### src/rtl/ldfs_pkg.sv
`default_nettype none
package ldfs_pkg;

  // Chain geometry.
  localparam int CHIPS         = 4;
  localparam int REGS_PER_CHIP = 16;
  localparam int CHIP_W        = (CHIPS > 1) ? $clog2(CHIPS) : 1;
  localparam int SHADOW_DEPTH  = CHIPS * REGS_PER_CHIP;
  localparam int SHADOW_AW     = $clog2(SHADOW_DEPTH);

  // Operation queue between the front and the back.
  localparam int QUEUE_DEPTH = 4;
  localparam int QUEUE_AW    = $clog2(QUEUE_DEPTH);

  // Division by ten through a reciprocal: q = (n * 0xCCCCCCCD) >> 35.
  localparam logic [31:0] DIGIT_RECIP = 32'hCCCC_CCCD;
  localparam int          DIGIT_SHIFT = 35;

  // Command codes.
  localparam logic CMD_WRITE   = 1'b0;
  localparam logic CMD_DISPLAY = 1'b1;

  // One register write for the whole chain.
  typedef struct packed {
    logic [3:0] addr;
    logic [7:0] data;
    logic [2:0] chip;
    logic       last;
  } op_t;

  typedef enum logic [1:0] {
    F_IDLE,
    F_DIV,
    F_EMIT
  } front_state_e;

  typedef enum logic [1:0] {
    B_IDLE,
    B_READ,
    B_EMIT
  } back_state_e;

  // Seven-segment code of one decimal digit.
  function automatic logic [7:0] seg_code(input logic [3:0] digit);
    logic [7:0] code;
    case (digit)
      4'd0:    code = 8'h3F;
      4'd1:    code = 8'h06;
      4'd2:    code = 8'h5B;
      4'd3:    code = 8'h4F;
      4'd4:    code = 8'h66;
      4'd5:    code = 8'h6D;
      4'd6:    code = 8'h7D;
      4'd7:    code = 8'h27;
      4'd8:    code = 8'h7F;
      4'd9:    code = 8'h6F;
      default: code = 8'h00;
    endcase
    return code;
  endfunction

endpackage
`default_nettype wire

### src/rtl/led_driver_chain_frame_sequencer_core.sv
`default_nettype none
// Frame sequencer for a daisy chain of LED driver chips. It keeps a shadow copy of all
// 16 registers of every chip (zero after reset, no clearing pass: per-entry written
// flags stand in for the reset value). A write command (command 0) stores one register
// for one chip and sends one address/data frame per chip, chain position 0 first, with
// latch_after set on the last chip's frame. A display command (command 1) shows number
// in decimal: scan_limit+1 digits, least significant first, each a segment-coded write
// to addresses scan_limit+1 down to 1. The last frame of each item carries last. The
// back end stores each register write into the shadow RAM, then makes the first
// registered shadow read, and sends one frame per cycle while the output is not
// stalled. Digit extraction in the front end (a division state and an emit state
// per digit) runs ahead through a four-entry queue. The scan_limit register is
// written on its own channel and must only change while the block is idle.
module led_driver_chain_frame_sequencer_core (
  input  wire logic        clk_i,
  input  wire logic        rst_ni,
  input  wire logic        cfg_valid_i,
  output logic             cfg_ready_o,
  input  wire logic [2:0]  cfg_scan_limit_i,
  input  wire logic        in_valid_i,
  output logic             in_ready_o,
  input  wire logic        command_i,
  input  wire logic [2:0]  chip_index_i,
  input  wire logic [3:0]  reg_address_i,
  input  wire logic [7:0]  reg_data_i,
  input  wire logic [31:0] number_i,
  output logic             out_valid_o,
  input  wire logic        out_ready_i,
  output logic [3:0]       frame_address_o,
  output logic [7:0]       frame_data_o,
  output logic             latch_after_o,
  output logic             last_o
);
  import ldfs_pkg::*;

  logic [2:0] scan_limit_q;
  logic       q_push_valid, q_push_ready;
  op_t        q_push_op;
  logic       q_pop_valid, q_pop_ready;
  op_t        q_pop_op;

  // Configuration register, one transfer per cycle.
  assign cfg_ready_o = 1'b1;

  always_ff @(posedge clk_i or negedge rst_ni) begin
    if (!rst_ni) begin
      scan_limit_q <= 3'd7;
    end else if (cfg_valid_i) begin
      scan_limit_q <= cfg_scan_limit_i;
    end
  end

  ldfs_front u_front (
    .clk_i         (clk_i),
    .rst_ni        (rst_ni),
    .scan_limit_i  (scan_limit_q),
    .in_valid_i    (in_valid_i),
    .in_ready_o    (in_ready_o),
    .command_i     (command_i),
    .chip_index_i  (chip_index_i),
    .reg_address_i (reg_address_i),
    .reg_data_i    (reg_data_i),
    .number_i      (number_i),
    .push_valid_o  (q_push_valid),
    .push_ready_i  (q_push_ready),
    .push_op_o     (q_push_op)
  );

  ldfs_queue u_queue (
    .clk_i        (clk_i),
    .rst_ni       (rst_ni),
    .push_valid_i (q_push_valid),
    .push_ready_o (q_push_ready),
    .push_op_i    (q_push_op),
    .pop_valid_o  (q_pop_valid),
    .pop_ready_i  (q_pop_ready),
    .pop_op_o     (q_pop_op)
  );

  ldfs_back u_back (
    .clk_i           (clk_i),
    .rst_ni          (rst_ni),
    .pop_valid_i     (q_pop_valid),
    .pop_ready_o     (q_pop_ready),
    .pop_op_i        (q_pop_op),
    .out_valid_o     (out_valid_o),
    .out_ready_i     (out_ready_i),
    .frame_address_o (frame_address_o),
    .frame_data_o    (frame_data_o),
    .latch_after_o   (latch_after_o),
    .last_o          (last_o)
  );

  // A stalled frame keeps its valid and its contents until the transfer.
  a_out_hold: assert property (@(posedge clk_i) disable iff (!rst_ni)
    (out_valid_o && !out_ready_i) |=> (out_valid_o &&
      $stable({frame_address_o, frame_data_o, latch_after_o, last_o})))
    else $error("stalled frame changed before its transfer");

  // The final frame of an item always closes a register write with the load strobe.
  a_last_latches: assert property (@(posedge clk_i) disable iff (!rst_ni)
    (out_valid_o && last_o) |-> latch_after_o)
    else $error("last frame without load strobe");

  // Display digits never target address zero.
  a_display_addr: assert property (@(posedge clk_i) disable iff (!rst_ni)
    (in_valid_i && in_ready_o && command_i == CMD_DISPLAY) |=> ##1
      (!q_push_valid || q_push_op.addr != 4'd0))
    else $error("display digit written to address zero");

endmodule
`default_nettype wire

### src/rtl/ldfs_ram.sv
`default_nettype none
module ldfs_ram #(
  parameter int Width = 8,
  parameter int Depth = 64
) (
  input  wire logic                     clk_i,
  input  wire logic                     we_i,
  input  wire logic [$clog2(Depth)-1:0] waddr_i,
  input  wire logic [Width-1:0]         wdata_i,
  input  wire logic                     re_i,
  input  wire logic [$clog2(Depth)-1:0] raddr_i,
  output logic      [Width-1:0]         rdata_o
);

  logic [Width-1:0] mem_q [Depth];

  // One write port and one registered read port.
  always_ff @(posedge clk_i) begin
    if (we_i) begin
      mem_q[waddr_i] <= wdata_i;
    end
    if (re_i) begin
      rdata_o <= mem_q[raddr_i];
    end
  end

endmodule
`default_nettype wire

### src/rtl/ldfs_front.sv
`default_nettype none
module ldfs_front (
  input  wire logic           clk_i,
  input  wire logic           rst_ni,
  input  wire logic [2:0]     scan_limit_i,
  input  wire logic           in_valid_i,
  output logic                in_ready_o,
  input  wire logic           command_i,
  input  wire logic [2:0]     chip_index_i,
  input  wire logic [3:0]     reg_address_i,
  input  wire logic [7:0]     reg_data_i,
  input  wire logic [31:0]    number_i,
  output logic                push_valid_o,
  input  wire logic           push_ready_i,
  output ldfs_pkg::op_t       push_op_o
);
  import ldfs_pkg::*;

  front_state_e state_q, state_d;
  logic [31:0]  num_q, num_d;
  logic [31:0]  quo_q, quo_d;
  logic [2:0]   k_q, k_d;
  logic [2:0]   chip_q, chip_d;
  logic [63:0]  prod;
  logic [31:0]  times_ten;
  logic [31:0]  rem;

  // Quotient by ten through the reciprocal, remainder by shift and add.
  assign prod      = 64'(num_q) * 64'(DIGIT_RECIP);
  assign times_ten = (quo_q << 3) + (quo_q << 1);
  assign rem       = num_q - times_ten;

  // Command decode and digit sequencing.
  always_comb begin
    state_d      = state_q;
    num_d        = num_q;
    quo_d        = quo_q;
    k_d          = k_q;
    chip_d       = chip_q;
    in_ready_o   = 1'b0;
    push_valid_o = 1'b0;
    push_op_o    = '{addr: reg_address_i, data: reg_data_i, chip: chip_index_i, last: 1'b1};
    case (state_q)
      F_IDLE: begin
        in_ready_o = push_ready_i;
        if (in_valid_i && push_ready_i) begin
          if (command_i == CMD_WRITE) begin
            push_valid_o = 1'b1;
          end else begin
            num_d   = number_i;
            k_d     = 3'd0;
            chip_d  = chip_index_i;
            state_d = F_DIV;
          end
        end
      end
      F_DIV: begin
        quo_d   = 32'(prod >> DIGIT_SHIFT);
        state_d = F_EMIT;
      end
      F_EMIT: begin
        push_valid_o = 1'b1;
        push_op_o    = '{addr: 4'(scan_limit_i) + 4'd1 - 4'(k_q),
                         data: seg_code(rem[3:0]),
                         chip: chip_q,
                         last: (k_q == scan_limit_i)};
        if (push_ready_i) begin
          num_d = quo_q;
          k_d   = k_q + 3'd1;
          if (k_q == scan_limit_i) begin
            state_d = F_IDLE;
          end else begin
            state_d = F_DIV;
          end
        end
      end
      default: state_d = F_IDLE;
    endcase
  end

  always_ff @(posedge clk_i or negedge rst_ni) begin
    if (!rst_ni) begin
      state_q <= F_IDLE;
    end else begin
      state_q <= state_d;
    end
  end

  always_ff @(posedge clk_i) begin
    num_q  <= num_d;
    quo_q  <= quo_d;
    k_q    <= k_d;
    chip_q <= chip_d;
  end

endmodule
`default_nettype wire

### src/rtl/ldfs_queue.sv
`default_nettype none
module ldfs_queue (
  input  wire logic           clk_i,
  input  wire logic           rst_ni,
  input  wire logic           push_valid_i,
  output logic                push_ready_o,
  input  wire ldfs_pkg::op_t  push_op_i,
  output logic                pop_valid_o,
  input  wire logic           pop_ready_i,
  output ldfs_pkg::op_t       pop_op_o
);
  import ldfs_pkg::*;

  op_t                entry_q [QUEUE_DEPTH];
  logic [QUEUE_AW-1:0] wptr_q, rptr_q;
  logic [QUEUE_AW:0]   count_q;
  logic                push, pop;

  assign push_ready_o = (count_q != (QUEUE_AW+1)'(QUEUE_DEPTH));
  assign pop_valid_o  = (count_q != '0);
  assign pop_op_o     = entry_q[rptr_q];
  assign push         = push_valid_i && push_ready_o;
  assign pop          = pop_valid_o && pop_ready_i;

  // Pointers and fill count.
  always_ff @(posedge clk_i or negedge rst_ni) begin
    if (!rst_ni) begin
      wptr_q  <= '0;
      rptr_q  <= '0;
      count_q <= '0;
    end else begin
      if (push) begin
        wptr_q <= wptr_q + 1'b1;
      end
      if (pop) begin
        rptr_q <= rptr_q + 1'b1;
      end
      if (push && !pop) begin
        count_q <= count_q + 1'b1;
      end else if (pop && !push) begin
        count_q <= count_q - 1'b1;
      end
    end
  end

  // Entry storage.
  always_ff @(posedge clk_i) begin
    if (push) begin
      entry_q[wptr_q] <= push_op_i;
    end
  end

endmodule
`default_nettype wire

### src/rtl/ldfs_back.sv
`default_nettype none
module ldfs_back (
  input  wire logic           clk_i,
  input  wire logic           rst_ni,
  input  wire logic           pop_valid_i,
  output logic                pop_ready_o,
  input  wire ldfs_pkg::op_t  pop_op_i,
  output logic                out_valid_o,
  input  wire logic           out_ready_i,
  output logic [3:0]          frame_address_o,
  output logic [7:0]          frame_data_o,
  output logic                latch_after_o,
  output logic                last_o
);
  import ldfs_pkg::*;

  back_state_e           state_q, state_d;
  op_t                   op_q, op_d;
  logic [CHIP_W-1:0]     chip_cnt_q, chip_cnt_d;
  logic [SHADOW_DEPTH-1:0] vld_q;
  logic                  rd_vld_q;
  logic                  we, re;
  logic [SHADOW_AW-1:0]  waddr, raddr;
  logic [7:0]            rdata;
  logic                  out_free, load;
  logic                  last_chip, in_range;
  logic                  out_valid_q;
  logic [3:0]            addr_q;
  logic [7:0]            data_q;
  logic                  latch_q, last_q;

  function automatic logic [CHIP_W-1:0] pop_pick_chip(input logic [2:0] chip);
    return chip[CHIP_W-1:0];
  endfunction

  assign out_free  = !out_valid_q || out_ready_i;
  assign last_chip = (chip_cnt_q == CHIP_W'(CHIPS - 1));
  assign in_range  = ({1'b0, pop_op_i.chip} < 4'(CHIPS));
  assign waddr     = SHADOW_AW'({pop_pick_chip(pop_op_i.chip), pop_op_i.addr});

  // Sequencer: store the write, then read each chip's copy in chain order.
  always_comb begin
    state_d     = state_q;
    op_d        = op_q;
    chip_cnt_d  = chip_cnt_q;
    pop_ready_o = 1'b0;
    we          = 1'b0;
    re          = 1'b0;
    load        = 1'b0;
    raddr       = SHADOW_AW'({chip_cnt_q, op_q.addr});
    case (state_q)
      B_IDLE: begin
        pop_ready_o = 1'b1;
        if (pop_valid_i) begin
          op_d       = pop_op_i;
          we         = in_range;
          chip_cnt_d = '0;
          state_d    = B_READ;
        end
      end
      B_READ: begin
        re      = 1'b1;
        state_d = B_EMIT;
      end
      B_EMIT: begin
        if (out_free) begin
          load = 1'b1;
          if (last_chip) begin
            state_d = B_IDLE;
          end else begin
            chip_cnt_d = chip_cnt_q + 1'b1;
            re         = 1'b1;
            raddr      = SHADOW_AW'({chip_cnt_d, op_q.addr});
          end
        end
      end
      default: state_d = B_IDLE;
    endcase
  end

  ldfs_ram #(
    .Width (8),
    .Depth (SHADOW_DEPTH)
  ) u_shadow (
    .clk_i   (clk_i),
    .we_i    (we),
    .waddr_i (waddr),
    .wdata_i (pop_op_i.data),
    .re_i    (re),
    .raddr_i (raddr),
    .rdata_o (rdata)
  );

  // Control state, written flags and the output register's valid.
  always_ff @(posedge clk_i or negedge rst_ni) begin
    if (!rst_ni) begin
      state_q     <= B_IDLE;
      vld_q       <= '0;
      out_valid_q <= 1'b0;
    end else begin
      state_q <= state_d;
      if (we) begin
        vld_q[waddr] <= 1'b1;
      end
      if (load) begin
        out_valid_q <= 1'b1;
      end else if (out_ready_i) begin
        out_valid_q <= 1'b0;
      end
    end
  end

  // Payload registers; an entry never written reads as zero.
  always_ff @(posedge clk_i) begin
    op_q       <= op_d;
    chip_cnt_q <= chip_cnt_d;
    if (re) begin
      rd_vld_q <= vld_q[raddr];
    end
    if (load) begin
      addr_q  <= op_q.addr;
      data_q  <= rd_vld_q ? rdata : 8'h00;
      latch_q <= last_chip;
      last_q  <= last_chip && op_q.last;
    end
  end

  assign out_valid_o     = out_valid_q;
  assign frame_address_o = addr_q;
  assign frame_data_o    = data_q;
  assign latch_after_o   = latch_q;
  assign last_o          = last_q;

endmodule
`default_nettype wire

### config.mk
export PLATFORM = sky130hd
export DESIGN_NAME = led_driver_chain_frame_sequencer_core
export DESIGN_NICKNAME = d
export VERILOG_FILES = /design/src/rtl/ldfs_pkg.sv /design/src/rtl/led_driver_chain_frame_sequencer_core.sv /design/src/rtl/ldfs_ram.sv /design/src/rtl/ldfs_front.sv /design/src/rtl/ldfs_queue.sv /design/src/rtl/ldfs_back.sv
export SDC_FILE = /design/constraint.sdc
export NUM_CORES = 2
export LEC_CHECK = 0
export BUFFER_PORTS_ARGS = -buffer_cell sky130_fd_sc_hd__buf_2
export CORE_AREA = 2 2 343 345
export CTS_CLUSTER_SIZE = 16
export DETAILED_ROUTE_END_ITERATION = 8
export DIE_AREA = 0 0 345 347
export GPL_TIMING_DRIVEN = 1
export HOLD_SLACK_MARGIN = 0.15
export PLACE_DENSITY = 0.67
export SKIP_CTS_REPAIR_TIMING = 1
export SLEW_MARGIN = 20
export SYNTH_ARGS = -nofsm -noshare
export SYNTH_HDL_FRONTEND = slang
export SYNTH_SLANG_ARGS = --single-unit
### constraint.sdc
create_clock -name clk_i -period 14.7 [get_ports clk_i]
set_input_delay 2.94 -clock clk_i [delete_from_list [all_inputs] [get_ports clk_i]]
set_output_delay 2.94 -clock clk_i [all_outputs]
set_load 0.02 [all_outputs]
==> results_tabular.tex <==
\begin{tabular}{lr}
\hline
Metric & Value \\
\hline
\multicolumn{2}{l}{\textbf{CTS}} \\
Max Buffers Root-to-Sink & 3 \\
CTS tree & done \\
Clock sink count & around 750 \\
Worst skew pair latency & 0.64 ns \\
Clock slew seen by the registers of the worst setup and hold paths & 0.06 ns \\
Root Buffer & sky130\_fd\_sc\_hd\_\_clkbuf\_16 \\
H-tree depth & 3 \\
Number of buffers created by CTS & 74 \\
\multicolumn{2}{l}{\textbf{Synthesis}} \\
Number of distinct library cell variants in the gate-level netlist after synthesis & 68 \\
Most used flip-flop cell after synthesis & sky130\_fd\_sc\_hd\_\_edfxtp\_1 \\
Share of flip-flops with an asynchronous set or reset & 0.105 \\
Synthesis-stage register bit count & $\sim$750 \\
Number of warnings reported in the yosys synthesis log & 0 \\
Share of the synthesized area in the top cell type & 0.438 \\
Post-synthesis instance area & between 40000 and 50000 sq um \\
Net Count, Synth & 3968 \\
Most area-consuming cells after synthesis & sky130\_fd\_sc\_hd\_\_edfxtp\_1 (44\%), sky130\_fd\_sc\_hd\_\_fa\_1 (17\%), sky130\_fd\_sc\_hd\_\_ha\_1 (10\%) \\
Area leader, netlist & sky130\_fd\_sc\_hd\_\_edfxtp\_1 \\
Average footprint of a synthesized cell & 14.6 sq um \\
Register area share after synthesis & 0.481 \\
Number of flops mapped to enable cells by yosys & between 600 and 700 \\
Post-synthesis instance total & 3152 \\
\multicolumn{2}{l}{\textbf{Floorplanning}} \\
Core area & 116000 sq um \\
Total Die Area & 120000 sq um \\
Height of the die & 347 microns \\
Num rows & 125 \\
Initial cell density of the core & 0.398 \\
Boundary Pins & 73 \\
Die width & 345 microns \\
\multicolumn{2}{l}{\textbf{Worst setup path}} \\
Required @ worst endpoint & 15.09 ns \\
Kind of capture point of the worst setup path & flip-flop \\
Critical Path AT & roughly 8.4 ns \\
Crit path max fanout & 5 \\
Master of the slowest instance on the critical path & sky130\_fd\_sc\_hd\_\_a311oi\_1 \\
List of cells traversed by the critical path & ha\_1, inv\_1, fa\_1, inv\_1, fa\_1, inv\_1, fa\_1, inv\_1, fa\_1, fa\_1, fa\_1, fa\_1, ha\_1, a21oi\_1, o21a\_1, a21boi\_0, a311oi\_1, o211ai\_1, nand3b\_1, a211o\_1, o31a\_1, xnor2\_1 \\
Buffers plus inverters on the worst setup path & 4 \\
Cell with the most instances on the worst path & sky130\_fd\_sc\_hd\_\_fa\_1 \\
FF-to-FF path depth & 22 \\
RR Endpoint & u\_front.quo\_q[21] \\
Delay contributed by the slowest stage of the critical path & 0.74 ns \\
Worst setup path category & reg -> reg \\
Crit path from & u\_front.num\_q[20] \\
CP Depth & 22 \\
Flop-to-flop setup slack & 6.71 ns \\
Kind of cell adding the most delay to the critical path & adder cells \\
Critical path capture point & u\_front.quo\_q[21] \\
Startpoint of the most critical register-to-register path & u\_front.num\_q[20] \\
CP startpoint kind & flip-flop \\
\multicolumn{2}{l}{\textbf{Timing}} \\
Max Fclk & 0.125 GHz \\
Setup repair after global routing missed its margin & false \\
Worst Skew & approximately 0.023 ns \\
Measured slew at the worst slew-check pin & $\sim$1.1 ns \\
Final hold violations & 0 \\
Relative slew margins & 0.245 \\
Part of the cycle the worst path needs & 0.543 \\
Fin. max-slew vios & 0 \\
Min cycle time layout & around 8 ns \\
Count of endpoints failing setup in the final report & 0 \\
Summed negative setup slack over all endpoints & 0 ns \\
\multicolumn{2}{l}{\textbf{Layout}} \\
Top library cells by usage in the layout, fill and taps aside & sky130\_fd\_sc\_hd\_\_edfxtp\_1 (673), sky130\_fd\_sc\_hd\_\_inv\_1 (568), sky130\_fd\_sc\_hd\_\_fa\_1 (388), sky130\_fd\_sc\_hd\_\_ha\_1 (372), sky130\_fd\_sc\_hd\_\_mux4\_2 (196) \\
Non-filler cells in the finished layout & 4829 \\
FILL cells & 10300 \\
Layout-stage area growth over the synthesis result & 10.0\% \\
Nets & 4062 \\
Most frequent standard cell in the layout excluding fill and tap cells & sky130\_fd\_sc\_hd\_\_edfxtp\_1 \\
Fraction of final layout cells with drive strength greater than 1 & 0.147 \\
Core Util, Final & 0.438 \\
\multicolumn{2}{l}{\textbf{Flow run}} \\
Count of maximum capacitance violations & 0 \\
\multicolumn{2}{l}{\textbf{Global route}} \\
Pin count of the biggest net entering global routing & around 120 \\
GRT Resource Usage Total & 0.200 \\
Initial antenna violation count & 4 \\
Wire length of the first global-routing pass & 177000 microns \\
Global route total overflow & 0 \\
Number of global-route vias before repair & around 27000 \\
\multicolumn{2}{l}{\textbf{Route}} \\
DRT iter0 DRCs & between 2000 and 2500 \\
Via count & 25300 \\
Total length of routed wires & $\sim$120000 microns \\
Iteration count of the initial detailed-routing pass & 5 \\
Wire length per cell & 24.3 microns \\
Final routed DRC violation total & 0 \\
Via count normalized by instance count & 5.24 \\
ANT nets after route & 0 \\
\multicolumn{2}{l}{\textbf{Placed design}} \\
Buffers on Ports & 71 \\
Placed insts & 4694 \\
HPWL after detailed placement & 87800 microns \\
Final weighted congestion in routability-driven placement & just under 1 \\
\multicolumn{2}{l}{\textbf{Outcome}} \\
Run status & complete, no violations \\
\multicolumn{2}{l}{\textbf{Worst hold path}} \\
Hold Crit Class & reg -> reg \\
\hline
\end{tabular}
## synthesized netlist by cell type, drive strengths merged (11+ instances only)
cell type / count
buf: 30
inv: 568
xor2: 44
nand4: 17
fa: 388
a21o: 43
clkbuf: 47
xnor2: 47
mux4: 196
edfxtp: 673
or2: 66
a211oi: 11
nand2: 181
and2: 29
ha: 372
nand2b: 11
nor2: 98
nand3: 18
a21oi: 82
dfrtp: 76
o21ai: 37
nor2b: 15
## worst reg2reg max path: cells and delay by family (launching register included)
kind,cells,cell delay [ns]
xor gates and xnor gates,1,0.07
AOI/OAI and AO/OA,7,1.96
DFF,1,0.57
and+or+nand+nor,1,0.28
adders and majority gates,9,4.52
buffers and inverters,4,0.34
## metal layers
metal | global-route usage | up-vias | wire [microns]
met5 | 0 | - | 8
met4 | 0.0595 | 2 | 3680
met3 | 0.0360 | 179 | 7950
met2 | 0.328 | 871 | 56600
met1 | 0.271 | 13100 | 48900
li1 | - | 11200 | -
## cell families after synthesis
family | share of synthesized area
fa+ha+maj | 0.269
compound gates | 0.0321
mux | 0.0987
flops | 0.481
other cells | 0.0000813
simple gates | 0.0477
buf+inv | 0.0534
xor+xnor | 0.0173
## how the worst min path moves through the flow
stage               slack (ns)              from  depth (start not counted)                   endpoint
finish                    0.46  u_back.vld_q[28]                          1           u_back.vld_q[28]
global route              0.47  u_back.vld_q[46]                          1           u_back.vld_q[46]
CTS                       0.46  u_back.vld_q[46]                          1           u_back.vld_q[46]
detailed placement        0.45  u_back.vld_q[42]                          1           u_back.vld_q[42]
global placement          0.44  u_back.vld_q[53]                          1           u_back.vld_q[53]
floorplan                 0.42   u_back.op_q[12]                          0  u_back.frame_address_o[0]
## layout make-up
class	count	area (sq um)	share of cell area
tap	1524	1910	0.0376
clock buffer	99	2030	0.0399
multi-input combinational	1755	21500	0.424
antenna	1	2.50	0.0000493
clock inverter	35	427	0.00841
timing repair buffer	95	551	0.0109
inverter	568	2130	0.0420
sequential	752	22200	0.438
## flip-flops by register name, indices dropped and copies added (netlist names)
signal,flops
u_back.state_q,2
u_front.state_q,2
u_back.last_o,1
u_back.rd_vld_q,1
u_queue.count_q,3
u_back.chip_cnt_q,2
u_back.op_q,5
u_back.out_valid_o,1
u_back.frame_data_o,8
u_front.num_q,32
u_back.frame_address_o,4
u_queue.entry_q,64
scan_limit_q,3
u_back.u_shadow.mem_q,512
u_queue.rptr_q,2
u_back.vld_q,64
u_front.k_q,3
u_queue.wptr_q,2
u_front.quo_q,29
u_front.chip_q,3
u_back.latch_after_o,1
u_back.u_shadow.rdata_o,8
## through the flow
stage               area (sq um)  worst slack [ns]  hold WS, ns
global route               50700              6.45        0.473
global placement           48300              6.74        0.443
floorplan                  46100              8.06        0.421
finish                     50700              6.71        0.462
detailed placement         48300              6.83        0.449
CTS                        50700              6.80        0.464
Power is left out: the tool's default activity adds up to more than one toggle a clock period on the data nets, which glitch-free logic cannot reach.
